--- config.mk ---
export PLATFORM = sky130hd
export DESIGN_NAME = dss_segment_framer_core
export DESIGN_NICKNAME = d
export VERILOG_FILES = /design/src/sv/dsf_pkg.sv /design/src/sv/dss_segment_framer_core.sv /design/src/sv/dsf_front.sv /design/src/sv/dsf_result_queue.sv /design/src/sv/dsf_back.sv
export SDC_FILE = /design/constraint.sdc
export NUM_CORES = 1
export LEC_CHECK = 0
export BUFFER_PORTS_ARGS = -buffer_cell sky130_fd_sc_hd__clkbuf_2
export CORE_MARGIN = 2
export CORE_UTILIZATION = 40
export CTS_BUF_LIST = sky130_fd_sc_hd__clkbuf_16
export DETAILED_ROUTE_END_ITERATION = 8
export SYNTH_ARGS = -nofsm -noshare
export SYNTH_HDL_FRONTEND = slang
export SYNTH_SLANG_ARGS = --single-unit
--- constraint.sdc ---
create_clock -name i_clk -period 3.6 [get_ports i_clk]
set_clock_uncertainty 0.15 [all_clocks]
set_input_delay 0.36 -clock i_clk [delete_from_list [all_inputs] [get_ports i_clk]]
set_output_delay 0.36 -clock i_clk [all_outputs]
set_load 0.01 [all_outputs]
--- src/sv/dsf_pkg.sv ---
package dsf_pkg;

    // Operation carried by an input item.
    typedef enum logic [1:0] {
        OP_START   = 2'd0,
        OP_PAYLOAD = 2'd1,
        OP_END     = 2'd2,
        OP_CLEAR   = 2'd3
    } t_op;

    // Fixed widths of the result fields.
    localparam int OFS_BITS  = 20;
    localparam int SLOT_BITS = 4;

    // Header constants.
    localparam logic [7:0]  FLAG_CHAIN     = 8'h40;
    localparam logic [7:0]  FLAG_SAME_CORR = 8'h10;
    localparam logic [7:0]  DSS_MAGIC      = 8'hD0;
    localparam logic [15:0] MAX_SEG_LEN    = 16'h7FFF;
    localparam logic [15:0] OBJ_LEN_ADJ    = 16'd6;

    // Byte positions inside a ten-byte header.
    localparam int HDR_LEN_OFS     = 0;
    localparam int HDR_FLAGS_OFS   = 3;
    localparam int HDR_OBJ_LEN_OFS = 6;

    // Last result slot of each kind of item.
    localparam logic [SLOT_BITS-1:0] START_LAST_SLOT = 4'd10;
    localparam logic [SLOT_BITS-1:0] END_LAST_SLOT   = 4'd3;
    localparam logic [SLOT_BITS-1:0] ONE_LAST_SLOT   = 4'd0;

    // Result slots of a start item that carry header bytes.
    localparam logic [SLOT_BITS-1:0] SLOT_CHAIN   = 4'd0;
    localparam logic [SLOT_BITS-1:0] SLOT_MAGIC   = 4'd3;
    localparam logic [SLOT_BITS-1:0] SLOT_TYPE    = 4'd4;
    localparam logic [SLOT_BITS-1:0] SLOT_CORR_HI = 4'd5;
    localparam logic [SLOT_BITS-1:0] SLOT_CORR_LO = 4'd6;
    localparam logic [SLOT_BITS-1:0] SLOT_CP_HI   = 4'd9;
    localparam logic [SLOT_BITS-1:0] SLOT_CP_LO   = 4'd10;

    // Result slots of an end item.
    localparam logic [SLOT_BITS-1:0] SLOT_LEN_HI = 4'd0;
    localparam logic [SLOT_BITS-1:0] SLOT_LEN_LO = 4'd1;
    localparam logic [SLOT_BITS-1:0] SLOT_OBJ_HI = 4'd2;

    typedef struct packed {
        t_op         op;
        logic [7:0]  frame_type;
        logic [15:0] correlation_id;
        logic [15:0] code_point;
        logic [7:0]  data_byte;
    } t_in_item;

    typedef struct packed {
        logic                write_valid;
        logic [OFS_BITS-1:0] write_offset;
        logic [7:0]          write_value;
        logic                error;
        logic                last;
    } t_out_item;

    // Classified command handed from the front end to the back end.
    typedef struct packed {
        t_in_item             item;
        logic [SLOT_BITS-1:0] last_slot;
    } t_cmd;

    // Header byte that a start item appends in a given slot.
    function automatic logic [7:0] header_byte(input logic [SLOT_BITS-1:0] slot,
                                               input t_in_item item);
        logic [7:0] value;
        value = 8'h00;
        case (slot)
            SLOT_MAGIC:   value = DSS_MAGIC;
            SLOT_TYPE:    value = item.frame_type;
            SLOT_CORR_HI: value = item.correlation_id[15:8];
            SLOT_CORR_LO: value = item.correlation_id[7:0];
            SLOT_CP_HI:   value = item.code_point[15:8];
            SLOT_CP_LO:   value = item.code_point[7:0];
            default:      value = 8'h00;
        endcase
        return value;
    endfunction

endpackage

--- src/sv/dss_segment_framer_core.sv ---
// Segment framer: each transfer in is a start, payload, end or clear command and
// yields a short sequence of results, mostly buffer byte writes, with last set on
// the final one. A payload item yields one result, a start item eleven (chain
// patch plus ten header bytes), an end item four and a clear item one; the
// back-end sequencer issues one result per cycle while the result queue has room.
// With both queues empty, the first result of an item is registered in the command
// queue and then in the result queue before it reaches the result ports. A command
// queue of CMD_DEPTH entries sits in front of the sequencer, so up to CMD_DEPTH - 1
// further items are accepted at one per cycle while a header is still being sent,
// and a two-entry result queue lets the sequencer keep writing at one per cycle
// while pop is held high; when results are not popped the sequencer stalls, and
// then the input does. Errors (buffer full, segment longer than 0x7FFF, end without
// a header) are sticky, suppress all writes and clear only with a clear command or a reset.
module dss_segment_framer_core import dsf_pkg::*; #(
    parameter int ADDR_BITS = 20,
    parameter int CMD_DEPTH = 4
) (
    input  logic      i_clk,
    input  logic      i_rst_n,
    input  logic      push,
    input  t_in_item  i_item,
    output logic      full,
    output logic      empty,
    output t_out_item o_result,
    input  logic      pop
);

    logic      cmd_valid;
    t_cmd      cmd;
    logic      cmd_pop;
    logic      res_full;
    logic      res_valid;
    t_out_item res;

    // Accept and classify commands.
    dsf_front #(
        .CMD_DEPTH (CMD_DEPTH)
    ) u_front (
        .i_clk       (i_clk),
        .i_rst_n     (i_rst_n),
        .i_push      (push),
        .i_item      (i_item),
        .o_full      (full),
        .o_cmd_valid (cmd_valid),
        .o_cmd       (cmd),
        .i_cmd_pop   (cmd_pop)
    );

    // Expand commands into buffer writes.
    dsf_back #(
        .ADDR_BITS (ADDR_BITS)
    ) u_back (
        .i_clk       (i_clk),
        .i_rst_n     (i_rst_n),
        .i_cmd_valid (cmd_valid),
        .i_cmd       (cmd),
        .o_cmd_pop   (cmd_pop),
        .i_res_full  (res_full),
        .o_res_valid (res_valid),
        .o_res       (res)
    );

    // Hold results until they are popped.
    dsf_result_queue u_result_queue (
        .i_clk       (i_clk),
        .i_rst_n     (i_rst_n),
        .i_res_valid (res_valid),
        .i_res       (res),
        .o_res_full  (res_full),
        .o_empty     (empty),
        .o_result    (o_result),
        .i_pop       (pop)
    );

endmodule

--- src/sv/dsf_front.sv ---
module dsf_front import dsf_pkg::*; #(
    parameter int CMD_DEPTH = 4
) (
    input  logic     i_clk,
    input  logic     i_rst_n,
    input  logic     i_push,
    input  t_in_item i_item,
    output logic     o_full,
    output logic     o_cmd_valid,
    output t_cmd     o_cmd,
    input  logic     i_cmd_pop
);

    localparam int PTR_W = (CMD_DEPTH > 1) ? $clog2(CMD_DEPTH) : 1;
    localparam int CNT_W = $clog2(CMD_DEPTH + 1);

    t_cmd             r_mem [CMD_DEPTH];
    logic [PTR_W-1:0] r_wr_ptr;
    logic [PTR_W-1:0] r_rd_ptr;
    logic [CNT_W-1:0] r_count;
    t_cmd             cmd_in;
    logic             push_fire;
    logic             pop_fire;

    // Classify the item by the number of results it will produce.
    always_comb begin
        cmd_in      = '0;
        cmd_in.item = i_item;
        case (i_item.op)
            OP_START: cmd_in.last_slot = START_LAST_SLOT;
            OP_END:   cmd_in.last_slot = END_LAST_SLOT;
            default:  cmd_in.last_slot = ONE_LAST_SLOT;
        endcase
    end

    assign o_full      = (r_count == CNT_W'(CMD_DEPTH));
    assign o_cmd_valid = (r_count != '0);
    assign o_cmd       = r_mem[r_rd_ptr];
    assign push_fire   = i_push && !o_full;
    assign pop_fire    = i_cmd_pop && o_cmd_valid;

    // Command storage.
    always_ff @(posedge i_clk) begin
        if (push_fire) begin
            r_mem[r_wr_ptr] <= cmd_in;
        end
    end

    // Queue pointers and fill count.
    always_ff @(posedge i_clk) begin
        if (!i_rst_n) begin
            r_wr_ptr <= '0;
            r_rd_ptr <= '0;
            r_count  <= '0;
        end else begin
            if (push_fire) begin
                r_wr_ptr <= (r_wr_ptr == PTR_W'(CMD_DEPTH - 1)) ? '0 : r_wr_ptr + 1'b1;
            end
            if (pop_fire) begin
                r_rd_ptr <= (r_rd_ptr == PTR_W'(CMD_DEPTH - 1)) ? '0 : r_rd_ptr + 1'b1;
            end
            case ({push_fire, pop_fire})
                2'b10:   r_count <= r_count + 1'b1;
                2'b01:   r_count <= r_count - 1'b1;
                default: r_count <= r_count;
            endcase
        end
    end

endmodule

--- src/sv/dsf_result_queue.sv ---
module dsf_result_queue import dsf_pkg::*; (
    input  logic      i_clk,
    input  logic      i_rst_n,
    input  logic      i_res_valid,
    input  t_out_item i_res,
    output logic      o_res_full,
    output logic      o_empty,
    output t_out_item o_result,
    input  logic      i_pop
);

    t_out_item  r_mem [2];
    logic       r_wr_ptr;
    logic       r_rd_ptr;
    logic [1:0] r_count;
    logic       push_fire;
    logic       pop_fire;

    assign o_res_full = (r_count == 2'd2);
    assign o_empty    = (r_count == 2'd0);
    assign o_result   = r_mem[r_rd_ptr];
    assign push_fire  = i_res_valid && !o_res_full;
    assign pop_fire   = i_pop && !o_empty;

    // Result storage.
    always_ff @(posedge i_clk) begin
        if (push_fire) begin
            r_mem[r_wr_ptr] <= i_res;
        end
    end

    // Two-entry queue control.
    always_ff @(posedge i_clk) begin
        if (!i_rst_n) begin
            r_wr_ptr <= 1'b0;
            r_rd_ptr <= 1'b0;
            r_count  <= 2'd0;
        end else begin
            if (push_fire) begin
                r_wr_ptr <= ~r_wr_ptr;
            end
            if (pop_fire) begin
                r_rd_ptr <= ~r_rd_ptr;
            end
            case ({push_fire, pop_fire})
                2'b10:   r_count <= r_count + 2'd1;
                2'b01:   r_count <= r_count - 2'd1;
                default: r_count <= r_count;
            endcase
        end
    end

endmodule

--- src/sv/dsf_back.sv ---
module dsf_back import dsf_pkg::*; #(
    parameter int ADDR_BITS = 20
) (
    input  logic      i_clk,
    input  logic      i_rst_n,
    input  logic      i_cmd_valid,
    input  t_cmd      i_cmd,
    output logic      o_cmd_pop,
    input  logic      i_res_full,
    output logic      o_res_valid,
    output t_out_item o_res
);

    localparam int LW = (ADDR_BITS > 16) ? ADDR_BITS : 16;
    localparam int OW = (ADDR_BITS > OFS_BITS) ? ADDR_BITS : OFS_BITS;

    logic [ADDR_BITS-1:0] r_wp, n_wp;
    logic [ADDR_BITS-1:0] r_hs, n_hs;
    logic                 r_hv, n_hv;
    logic [7:0]           r_ptype, n_ptype;
    logic [15:0]          r_pcorr, n_pcorr;
    logic                 r_err, n_err;
    logic [SLOT_BITS-1:0] r_slot, n_slot;

    logic                 fire;
    logic                 is_last;
    logic                 full_pos;
    logic [ADDR_BITS-1:0] len;
    logic [LW-1:0]        len_ext;
    logic [15:0]          obj;
    logic                 too_long;
    logic [7:0]           flags;
    logic                 err_next;
    logic                 wr_en;
    logic [ADDR_BITS-1:0] wr_ofs;
    logic [OW-1:0]        wr_ofs_ext;
    logic [7:0]           wr_val;

    assign fire        = i_cmd_valid && !i_res_full;
    assign is_last     = (r_slot == i_cmd.last_slot);
    assign o_cmd_pop   = fire && is_last;
    assign o_res_valid = fire;

    // One result per cycle while the result queue has room: byte writes, header patches and state updates.
    always_comb begin
        n_wp     = r_wp;
        n_hs     = r_hs;
        n_hv     = r_hv;
        n_ptype  = r_ptype;
        n_pcorr  = r_pcorr;
        n_err    = r_err;
        n_slot   = r_slot;
        full_pos = (r_wp == '1);
        len      = r_wp - r_hs;
        len_ext  = LW'(len);
        obj      = len_ext[15:0] - OBJ_LEN_ADJ;
        too_long = (len_ext > LW'(MAX_SEG_LEN));
        flags    = r_ptype | FLAG_CHAIN |
                   ((r_pcorr == i_cmd.item.correlation_id) ? FLAG_SAME_CORR : 8'h00);
        err_next = r_err;
        wr_en    = 1'b0;
        wr_ofs   = '0;
        wr_val   = 8'h00;

        case (i_cmd.item.op)
            OP_START: begin
                if (r_slot == SLOT_CHAIN) begin
                    // Chain the previous header by rewriting its flags byte.
                    wr_en  = r_hv && !r_err;
                    wr_ofs = r_hs + ADDR_BITS'(HDR_FLAGS_OFS);
                    wr_val = flags;
                    if (fire) begin
                        n_hs    = r_wp;
                        n_hv    = 1'b1;
                        n_ptype = i_cmd.item.frame_type;
                        n_pcorr = i_cmd.item.correlation_id;
                    end
                end else begin
                    err_next = r_err || full_pos;
                    wr_en    = !err_next;
                    wr_ofs   = r_wp;
                    wr_val   = header_byte(r_slot, i_cmd.item);
                    if (fire && wr_en) begin
                        n_wp = r_wp + 1'b1;
                    end
                end
            end
            OP_PAYLOAD: begin
                err_next = r_err || full_pos;
                wr_en    = !err_next;
                wr_ofs   = r_wp;
                wr_val   = i_cmd.item.data_byte;
                if (fire && wr_en) begin
                    n_wp = r_wp + 1'b1;
                end
            end
            OP_END: begin
                // Write back segment length and object length, big endian.
                err_next = r_err || !r_hv || too_long;
                wr_en    = !err_next;
                case (r_slot)
                    SLOT_LEN_HI: begin
                        wr_ofs = r_hs + ADDR_BITS'(HDR_LEN_OFS);
                        wr_val = len_ext[15:8];
                    end
                    SLOT_LEN_LO: begin
                        wr_ofs = r_hs + ADDR_BITS'(HDR_LEN_OFS + 1);
                        wr_val = len_ext[7:0];
                    end
                    SLOT_OBJ_HI: begin
                        wr_ofs = r_hs + ADDR_BITS'(HDR_OBJ_LEN_OFS);
                        wr_val = obj[15:8];
                    end
                    default: begin
                        wr_ofs = r_hs + ADDR_BITS'(HDR_OBJ_LEN_OFS + 1);
                        wr_val = obj[7:0];
                    end
                endcase
            end
            OP_CLEAR: begin
                err_next = 1'b0;
                if (fire) begin
                    n_wp    = '0;
                    n_hs    = '0;
                    n_hv    = 1'b0;
                    n_ptype = 8'h00;
                    n_pcorr = 16'h0000;
                end
            end
            default: begin
                err_next = r_err;
            end
        endcase

        if (fire) begin
            n_err  = err_next;
            n_slot = is_last ? '0 : r_slot + 1'b1;
        end

        wr_ofs_ext         = OW'(wr_ofs);
        o_res              = '0;
        o_res.write_valid  = wr_en;
        o_res.write_offset = wr_en ? wr_ofs_ext[OFS_BITS-1:0] : '0;
        o_res.write_value  = wr_en ? wr_val : 8'h00;
        o_res.error        = err_next;
        o_res.last         = is_last;
    end

    // Framer state.
    always_ff @(posedge i_clk) begin
        if (!i_rst_n) begin
            r_wp    <= '0;
            r_hs    <= '0;
            r_hv    <= 1'b0;
            r_ptype <= 8'h00;
            r_pcorr <= 16'h0000;
            r_err   <= 1'b0;
            r_slot  <= '0;
        end else begin
            r_wp    <= n_wp;
            r_hs    <= n_hs;
            r_hv    <= n_hv;
            r_ptype <= n_ptype;
            r_pcorr <= n_pcorr;
            r_err   <= n_err;
            r_slot  <= n_slot;
        end
    end

`ifndef SYNTHESIS
    // A clear transfer returns the framer to its reset state.
    a_clear_resets: assert property (@(posedge i_clk) disable iff (!i_rst_n)
        fire && (i_cmd.item.op == OP_CLEAR) |=> (r_wp == '0) && !r_err && !r_hv)
        else $error("clear did not reset framer state");

    // The error flag only drops through a clear.
    a_err_sticky: assert property (@(posedge i_clk) disable iff (!i_rst_n)
        r_err && !(fire && (i_cmd.item.op == OP_CLEAR)) |=> r_err)
        else $error("error flag dropped without a clear");

    // No byte is written while the error flag is set.
    a_no_write_on_err: assert property (@(posedge i_clk) disable iff (!i_rst_n)
        fire && o_res.write_valid |-> !o_res.error)
        else $error("byte written under error");

    // The slot counter never runs past the last slot of the current command.
    a_slot_bound: assert property (@(posedge i_clk) disable iff (!i_rst_n)
        i_cmd_valid |-> (r_slot <= i_cmd.last_slot))
        else $error("result slot past end of command");
`endif

endmodule
==> results.md, run 1 <==
- Sequential area share after synthesis: 58.1%
- Die Ht: 210 um
- Root Driver: clkbuf_16
- Initial antenna violation count: 0
- CP arrival: 3.70 ns
- Register-to-register setup slack: 0.12 ns
- Core box area: 41900 sq um
- Layout Nets: 1632
- P_leak: 7.05 nW
- FP Rows: 75
- Initial core utilization: 40.6%
- Worst Path Required: 3.82 ns
- Post-synth top area cell: edfxtp_1
- Ys async rst share: 0%
- Die Footprint: 44200 sq um
- Clock transition at path regs: 0.06 ns
- Wl on met1: 18.6 mm
- GRT Util Overall: 20.5%
- Dpl cell area: 18700 sq um
- Post-Synth Simple-Gate Area: 11.4%
- CP Max Fanout: 3
- Vias in the first global route: 11800
- Global route overflow: 0
- Yosys Warn Count: 0
- Boundary Pins: 87
- Least-Margin Pin Slew: 0.922 ns
- Synth top area cells: edfxtp_1, dfxtp_1, mux4_2
- RePlAce Congestion: 0.956
- Max-cap viol count: 0
- Area of the mapped netlist: 17000 sq um
- Post-synthesis compound-gate area fraction: 12.2%
- PD cells: 617 nW/um^2
- Hold Crit Class: in -> reg
- Num CTS Buffers: 39
- Via Count: 11800
- Worst skew pair latency: 0.56 ns
- Bufs on Longest Clock Path: 3
- Clk sinks: 357
- Final slew viol count: 0
- Residual DRC: 0
- Final TNS setup: 0 ns
- Crit share post-route: 96.6%
- Post-synthesis xor/xnor area fraction: 3.19%
- Main synth FF type: edfxtp_1
- N_diodes: 0
- Global-route wire length before repair: 69.5 mm
- WL final: 44.4 mm
- CP max-delay cell: or4_1
- Slew margin rel.: 38.1%
- Max layer used: met4
- WL per Instance: 21.1 um
- Met3 wire length: 2.20 mm
- Largest net degree at the start of global routing: 45
- Setup violations, final: 0
- Hold Path Stages: 4
- Adder-Cell Fraction of Synth Area: 3.15%
- Reg-to-reg endpoint: u_result_queue.r_mem[1][8]$_DFFE_PP_
- Buf/Inv on CP: 2
- Mux share of post-synthesis cell area: 9.30%
- Peak supply drop: 0.452 mV
- Peak Freq: 287 MHz
- FF-to-FF Start: u_back.r_wp[0]$_SDFFE_PN0P_
- Top cell family by delay on the critical path: compound AO/OA/AOI/OAI gates
- Hold Crit Start: push
- Drt via density: 5.59
- TritonRoute pass-1 iters: 6
- Postcts setup bufs: 0
- Yosys top cell area share: 48.3%
- Power Total: 12.7 mW
- WL met2: 21.8 mm
- CP Capture Type: flip-flop
- Design Area, Final: 20500 sq um
- Worst setup path class: reg -> reg
- H-tree depth: 2
- Area grow syn2layout: 20.5%
- Run status: finished, final reports clean
- Most frequent CP cell: inv_1
- Post-Synthesis Cells: 1331
- Main combinational cell family by area after synthesis: compound AO/OA/AOI/OAI gates
- Post-synthesis cell type count: 82
- Endpoint, Worst Hold: u_front.r_wr_ptr[1]$_SDFFE_PN0P_
- Final min period: 3.48 ns
- #FFs+latches synth: 357
- Post-synth EDFFs: 274
- Fraction of layout cells with a size suffix above 1: 23.1%
- Max stage delay on crit path: 0.41 ns
- Post-DP HPWL: 31.4 mm
- Syn_nets: 1426
- Fin. Hold Viols: 0
- DRT iter0 DRCs: 842
- TritonCTS clock tree: yes
- Final antenna-violating net count: 0
- Crit path cell chain: inv_1 > ha_1 > inv_1 > fa_2 > a211oi_4 > o21ai_2 > a311o_1 > a32oi_2 > nand3_2 > or3_4 > or4_1 > a31oi_1
- Input/output buffers: 86
- CP Launch Type: flip-flop
- R2R cell count: 12
- Die width: 210 um
- Syn avg cell area: 12.8 sq um
[through the flow]
stage	instances	util (%)	worst slack, ns	hold WS (ns)
finish	2104	48.9	0.122	0.0963
CTS	2104	48.7	0.0463	0.0838
global placement	1985	44.5	0.109	0.339
floorplan	1331	-	0.161	0.306
detailed placement	1985	44.5	0.0770	0.330
global route	2104	48.9	-0.0488	0.127
[power by group]
group | leakage [nW] | internal [mW] | switching, mW
Clock | 0.661 | 2.33 | 1.58
Combinational | 3.18 | 1.46 | 2.12
Sequential | 3.21 | 5.02 | 0.155
[layout by cell type, fill, tap and decap left out, types with 6 or more instances in the layout]
master and instances:
edfxtp_1 274, buf_4 91, nor2_1 90, clkbuf_2 86, dfxtp_1 80, nor2b_1 62, nand2_1 61, inv_1 58
a21oi_1 55, a22oi_1 54, mux4_2 53, xnor2_1 50, dlygate4sd3_1 50, o21ai_0 49, clkbuf_16 39, ha_1 36
mux2_2 31, nand3_1 29, nor3_1 26, nor4_1 16, and2_1 14, a31oi_1 14, a221oi_1 13, o211ai_1 12
or3_1 12, xor2_1 11, and3_1 10, a21o_1 9, o21a_1 9, nor3b_1 9, nand4_1 8, clkinv_1 7
a32oi_1 7, a211oi_1 6, a222oi_1 6, clkinv_2 6, buf_12 6
[cell usage after synthesis, types with 4 or more instances]
master and instances:
nor2b_1 62, mux2i_1 4, o21ai_0 49, a21oi_1 56, buf_1 4, ha_1 38
o31a_1 5, buf_2 7, o211ai_1 12, a21o_1 9, mux4_2 53, and4_1 4
a22oi_1 54, and2_1 18, a32oi_1 8, nand4_1 8, nand3_1 29, nor4_1 16
a21boi_0 6, inv_1 46, nor3b_1 9, and3_1 11, xnor2_1 50, dfxtp_1 83
edfxtp_1 274, mux2_2 31, nor2_1 92, nand2b_1 4, nor3_1 26, a221oi_1 13
a22o_1 4, or3_1 13, a211oi_1 7, a222oi_1 6, clkbuf_1 56, o21a_1 9
nand2_1 61, a31oi_1 15, xor2_1 12
[final cells by class]
class | instances | area [sq um]
inverters | 48 | 180
multi-input cells | 858 | 6780
well taps | 539 | 674
clock inverters | 30 | 273
repair buffers | 233 | 1730
fillers | 3660 | 21400
clock buffers | 39 | 976
flip-flops and latches | 357 | 9900
[worst max path at each step]
stage                                            from                              endpoint  slack (ns)  cells past startpoint
final                     u_back.r_wp[0]$_SDFFE_PN0P_  u_result_queue.r_mem[1][8]$_DFFE_PP_        0.12                     12
after global placement    u_back.r_wp[0]$_SDFFE_PN0P_  u_result_queue.r_mem[0][8]$_DFFE_PP_        0.11                     12
after detailed placement  u_back.r_wp[0]$_SDFFE_PN0P_  u_result_queue.r_mem[0][8]$_DFFE_PP_        0.08                     12
after floorplan           u_back.r_hs[4]$_SDFFE_PN0P_  u_result_queue.r_mem[0][8]$_DFFE_PP_        0.16                     11
after CTS                 u_back.r_wp[0]$_SDFFE_PN0P_  u_result_queue.r_mem[1][8]$_DFFE_PP_        0.05                     12
after global routing      u_back.r_wp[0]$_SDFFE_PN0P_  u_result_queue.r_mem[0][8]$_DFFE_PP_       -0.05                     12
[registers in the layout, indices dropped and copies added (netlist names), 3 cells and up, named ones only]
signal and count:
u_back.r_pcorr 16, u_result_queue.r_mem 62, u_front.r_count 3, u_back.r_wp 20
u_front.r_mem 212, u_back.r_slot 4, u_back.r_ptype 7, u_back.r_hs 20
[tightest hold or removal path, cell delays in order]
cell and delay (ns):
clkbuf_2 0.08, nor2b_1 0.17, nand2_1 0.07, a21boi_0 0.06
[repair_timing]
action | in CTS | in global routing
setup endpoints to repair | 0 | 58
hold buffers | 50 | 0
endpoints found under the hold margin | 200 | 0
resized for setup | 0 | 18
[logic make-up after synthesis]
logic type | Yosys count
AND/OR/NAND/NOR | 371
flip-flops | 357
AO/OA/AOI/OAI | 296
buffers and inverters | 116
multiplexers | 88
XOR/XNOR | 62
adder cells (fa/ha/maj) | 41
[layer usage]
metal	GRT usage [%]	vias to the layer above
met5	0	-
met4	8.88	0
met3	2.98	88
met2	34.9	359
met1	26.1	5768
li1	-	5548
(Power assumes the default switching activity.)
==> run 2, diff against run 1 <==
- clock period: 3.6 -> 4.3 ns (I/O delays scaled with it)
==> run 2 against run 1 <==
Net effect:
- worst hold slack better by 0.056 ns
- sequential power down 16%
- clock-buffer cell count up 1
- global-route usage down 0.71 points
- largest cell class unchanged
==> results.md, run 2 (synthesis gave the netlist of run 1 again) <==
- Run status: finished, final reports clean
- RSZ-0062 raised after global routing: false
- Hold Crit Class: in -> reg
- Die width: 210 um (unchanged)
- Area grow syn2layout: 17.4%
- PD cells: 519 nW/um^2 (-16%)
- Boundary Pins: 87 (unchanged)
- Layout Nets: 1585 (-2.9%)
- Core Util, Final: 47.6% (-1.3 points)
- P_leak: 6.77 nW (-4.0%)
- N_diodes: 0 (unchanged)
- Crit share post-route: 91.3% (-5.4 points)
- CP max-delay cell: fa_1
- Final-layout fill cell count: 3720 (+1.6%)
- Peak supply drop: 0.366 mV (-19%)
- Via Count: 11700 (-0.80%)
- Sw Share: 31.3% (+0.90 points)
- Root Driver: clkbuf_16
- Peak Freq: 255 MHz (-11%)
- H-tree depth: 2 (unchanged)
- Largest reg by FF count: u_front.r_mem
- Die Footprint: 44200 sq um (unchanged)
- Internal Power: 7.12 mW (-19%)
- CP Capture Type: flip-flop
- Residual DRC: 0 (unchanged)
- Max reg flops: 212 (unchanged)
- Commonest non-fill, non-tap cell in the layout: edfxtp_1
- Least-Margin Pin Slew: 1.05 ns (+0.128 ns)
- TritonRoute pass-1 iters: 6 (unchanged)
- FP Rows: 75 (unchanged)
- Clk network pwr share: 30.9% (about the same)
- Global-route wire length before repair: 67.3 mm (-3.1%)
- Hold Path Stages: 4 (unchanged)
- Fraction of layout cells with a size suffix above 1: 19.6% (-3.4 points)
- Num CTS Buffers: 40 (+2.6%)
- Final TNS setup: 0 ns (unchanged)
- GRT Util Overall: 19.8% (-0.71 points)
- DRT iter0 DRCs: 996 (+18%)
- Reg power frac: 41.9% (+1.1 points)
- Switching power: 3.25 mW (-16%)
- Max-cap viol count: 0 (unchanged)
- Setup violations, final: 0 (unchanged)
- Worst setup path class: reg -> reg
- Initial antenna violation count: 0 (unchanged)
- Postcts setup bufs: 0 (unchanged)
- Area of the multi-input gates: 6690 sq um (-1.3%)
- WL final: 43.4 mm (-2.3%)
- CP Launch Type: flip-flop
- Final min period: 3.92 ns (+0.446 ns)
- Most frequent cells in the layout: edfxtp_1, nor2_1, clkbuf_2, dfxtp_1, nor2b_1
- Clk sinks: 357 (unchanged)
- Post-DP HPWL: 30.0 mm (-4.5%)
- RePlAce Congestion: 0.918 (-3.9%)
- Vias in the first global route: 11400 (-3.4%)
- Clock transition at path regs: 0.06 ns (about the same)
- Die Ht: 210 um (unchanged)
- TritonCTS clock tree: yes
- R2R cell count: 10 (-2)
- Initial core utilization: 40.6% (unchanged)
- Drt via density: 5.67 (+1.4%)
- Max stage delay on crit path: 0.50 ns (+0.09 ns)
- Final antenna-violating net count: 0 (unchanged)
- Input/output buffers: 86 (unchanged)
- Worst Path Required: 4.54 ns (+0.72 ns)
- Core box area: 41900 sq um (unchanged)
- WL per Instance: 21.1 um (-0.12%)
- Slew margin rel.: 29.9% (-8.2 points)
- CP Max Fanout: 7 (+4)
- Logic gate share of total power: 27.2% (-1.1 points)
- Largest regs: u_front.r_mem: 212 flops, u_result_queue.r_mem: 62 flops
- Register Area: 9890 sq um (about the same)
- Bufs on Longest Clock Path: 3 (unchanged)
- Crit path cell chain: inv_1 > fa_1 > a211oi_2 > o21ai_1 > a311o_1 > a32oi_1 > nand3_2 > or3_1 > or4_1 > a31oi_1
- Global route overflow: 0 (unchanged)
- Final slew viol count: 0 (unchanged)
- CP arrival: 4.16 ns (+0.46 ns)
- Worst skew pair latency: 0.57 ns (about the same)
- Fin. Hold Viols: 0 (unchanged)
- Largest net degree at the start of global routing: 37 (-18%)
run 2: changes by cell type in the layout (fill, tap and decap cells not counted), sizes merged:
cell    change
inv         -3
buf        -48
clkinv      +7
bufinv      -3
clkbuf      +1
run 2: area by class of cell:
| type | instances | area share (%) |
|---|---|---|
| Multi-Input combinational cell | 858 | 33.5 |
| Timing Repair Buffer | 185 | 6.50 |
| Clock buffer | 40 | 5.01 |
| Inverter | 48 | 0.902 |
| Sequential cell | 357 | 49.5 |
| Clock inverter | 31 | 1.20 |
| Tap cell | 539 | 3.38 |
run 2: worst paths after layout:
kind | slack [ns] | endpoint | startpoint
worst min-delay path | 0.15 | u_front.r_wr_ptr[1]$_SDFFE_PN0P_ | push
worst max register to register | 0.38 | u_result_queue.r_mem[1][8]$_DFFE_PP_ | u_back.r_hs[1]$_SDFFE_PN0P_
worst max-delay path | 0.38 | u_result_queue.r_mem[1][8]$_DFFE_PP_ | u_back.r_hs[1]$_SDFFE_PN0P_
worst min register to register | 0.34 | u_back.r_err$_SDFFE_PN0P_ | u_back.r_err$_SDFFE_PN0P_
run 2: worst max-delay path: cells and delay by family (launching register included):
family                   cells  cell delay, ns
AND/OR/NAND/NOR              3            0.89
buffers and inverters        1            0.21
adder cells (fa/ha/maj)      1            0.50
flip-flops                   1            0.46
AO/OA/AOI/OAI                5            1.55
run 2: per-layer routing:
metal	up-vias	GRT usage, %	wire (um)
met1	5759	25.6	18100
li1	5443	-	-
met4	0	7.70	1400
met2	393	33.5	21500
met5	-	0	0
met3	74	3.01	2390
run 2: per-stage QoR:
stage / worst slack (ns) / hold WS [ns] / area, sq um / instances / power (mW)
2_1_floorplan: 0.861 / 0.306 / 17000 / 1331 / 6.19
3_3_place_gp: 0.554 / 0.327 / 18200 / 1937 / 7.18
3_5_place_dp: 0.459 / 0.328 / 18200 / 1937 / 7.23
4_1_cts: 0.446 / 0.137 / 20000 / 2058 / 10.5
5_1_grt: 0.121 / 0.198 / 20000 / 2058 / 10.9
6_report: 0.376 / 0.152 / 20000 / 2058 / 10.4
run 2: power groups by stage:
stage	Combinational, mW	Clock, mW	Sequential (mW)
6_report	2.82	3.21	4.34
3_5_place_dp	2.81	0	4.42
3_3_place_gp	2.78	0	4.40
4_1_cts	2.86	3.29	4.35
5_1_grt	3.05	3.43	4.38
2_1_floorplan	1.81	0	4.37
run 2: what timing repair did:
action | 4_1_cts | 5_1_grt
gates resized for setup | 0 | 0
hold buffers | 50 | 0
endpoints found under the hold margin | 200 | 0
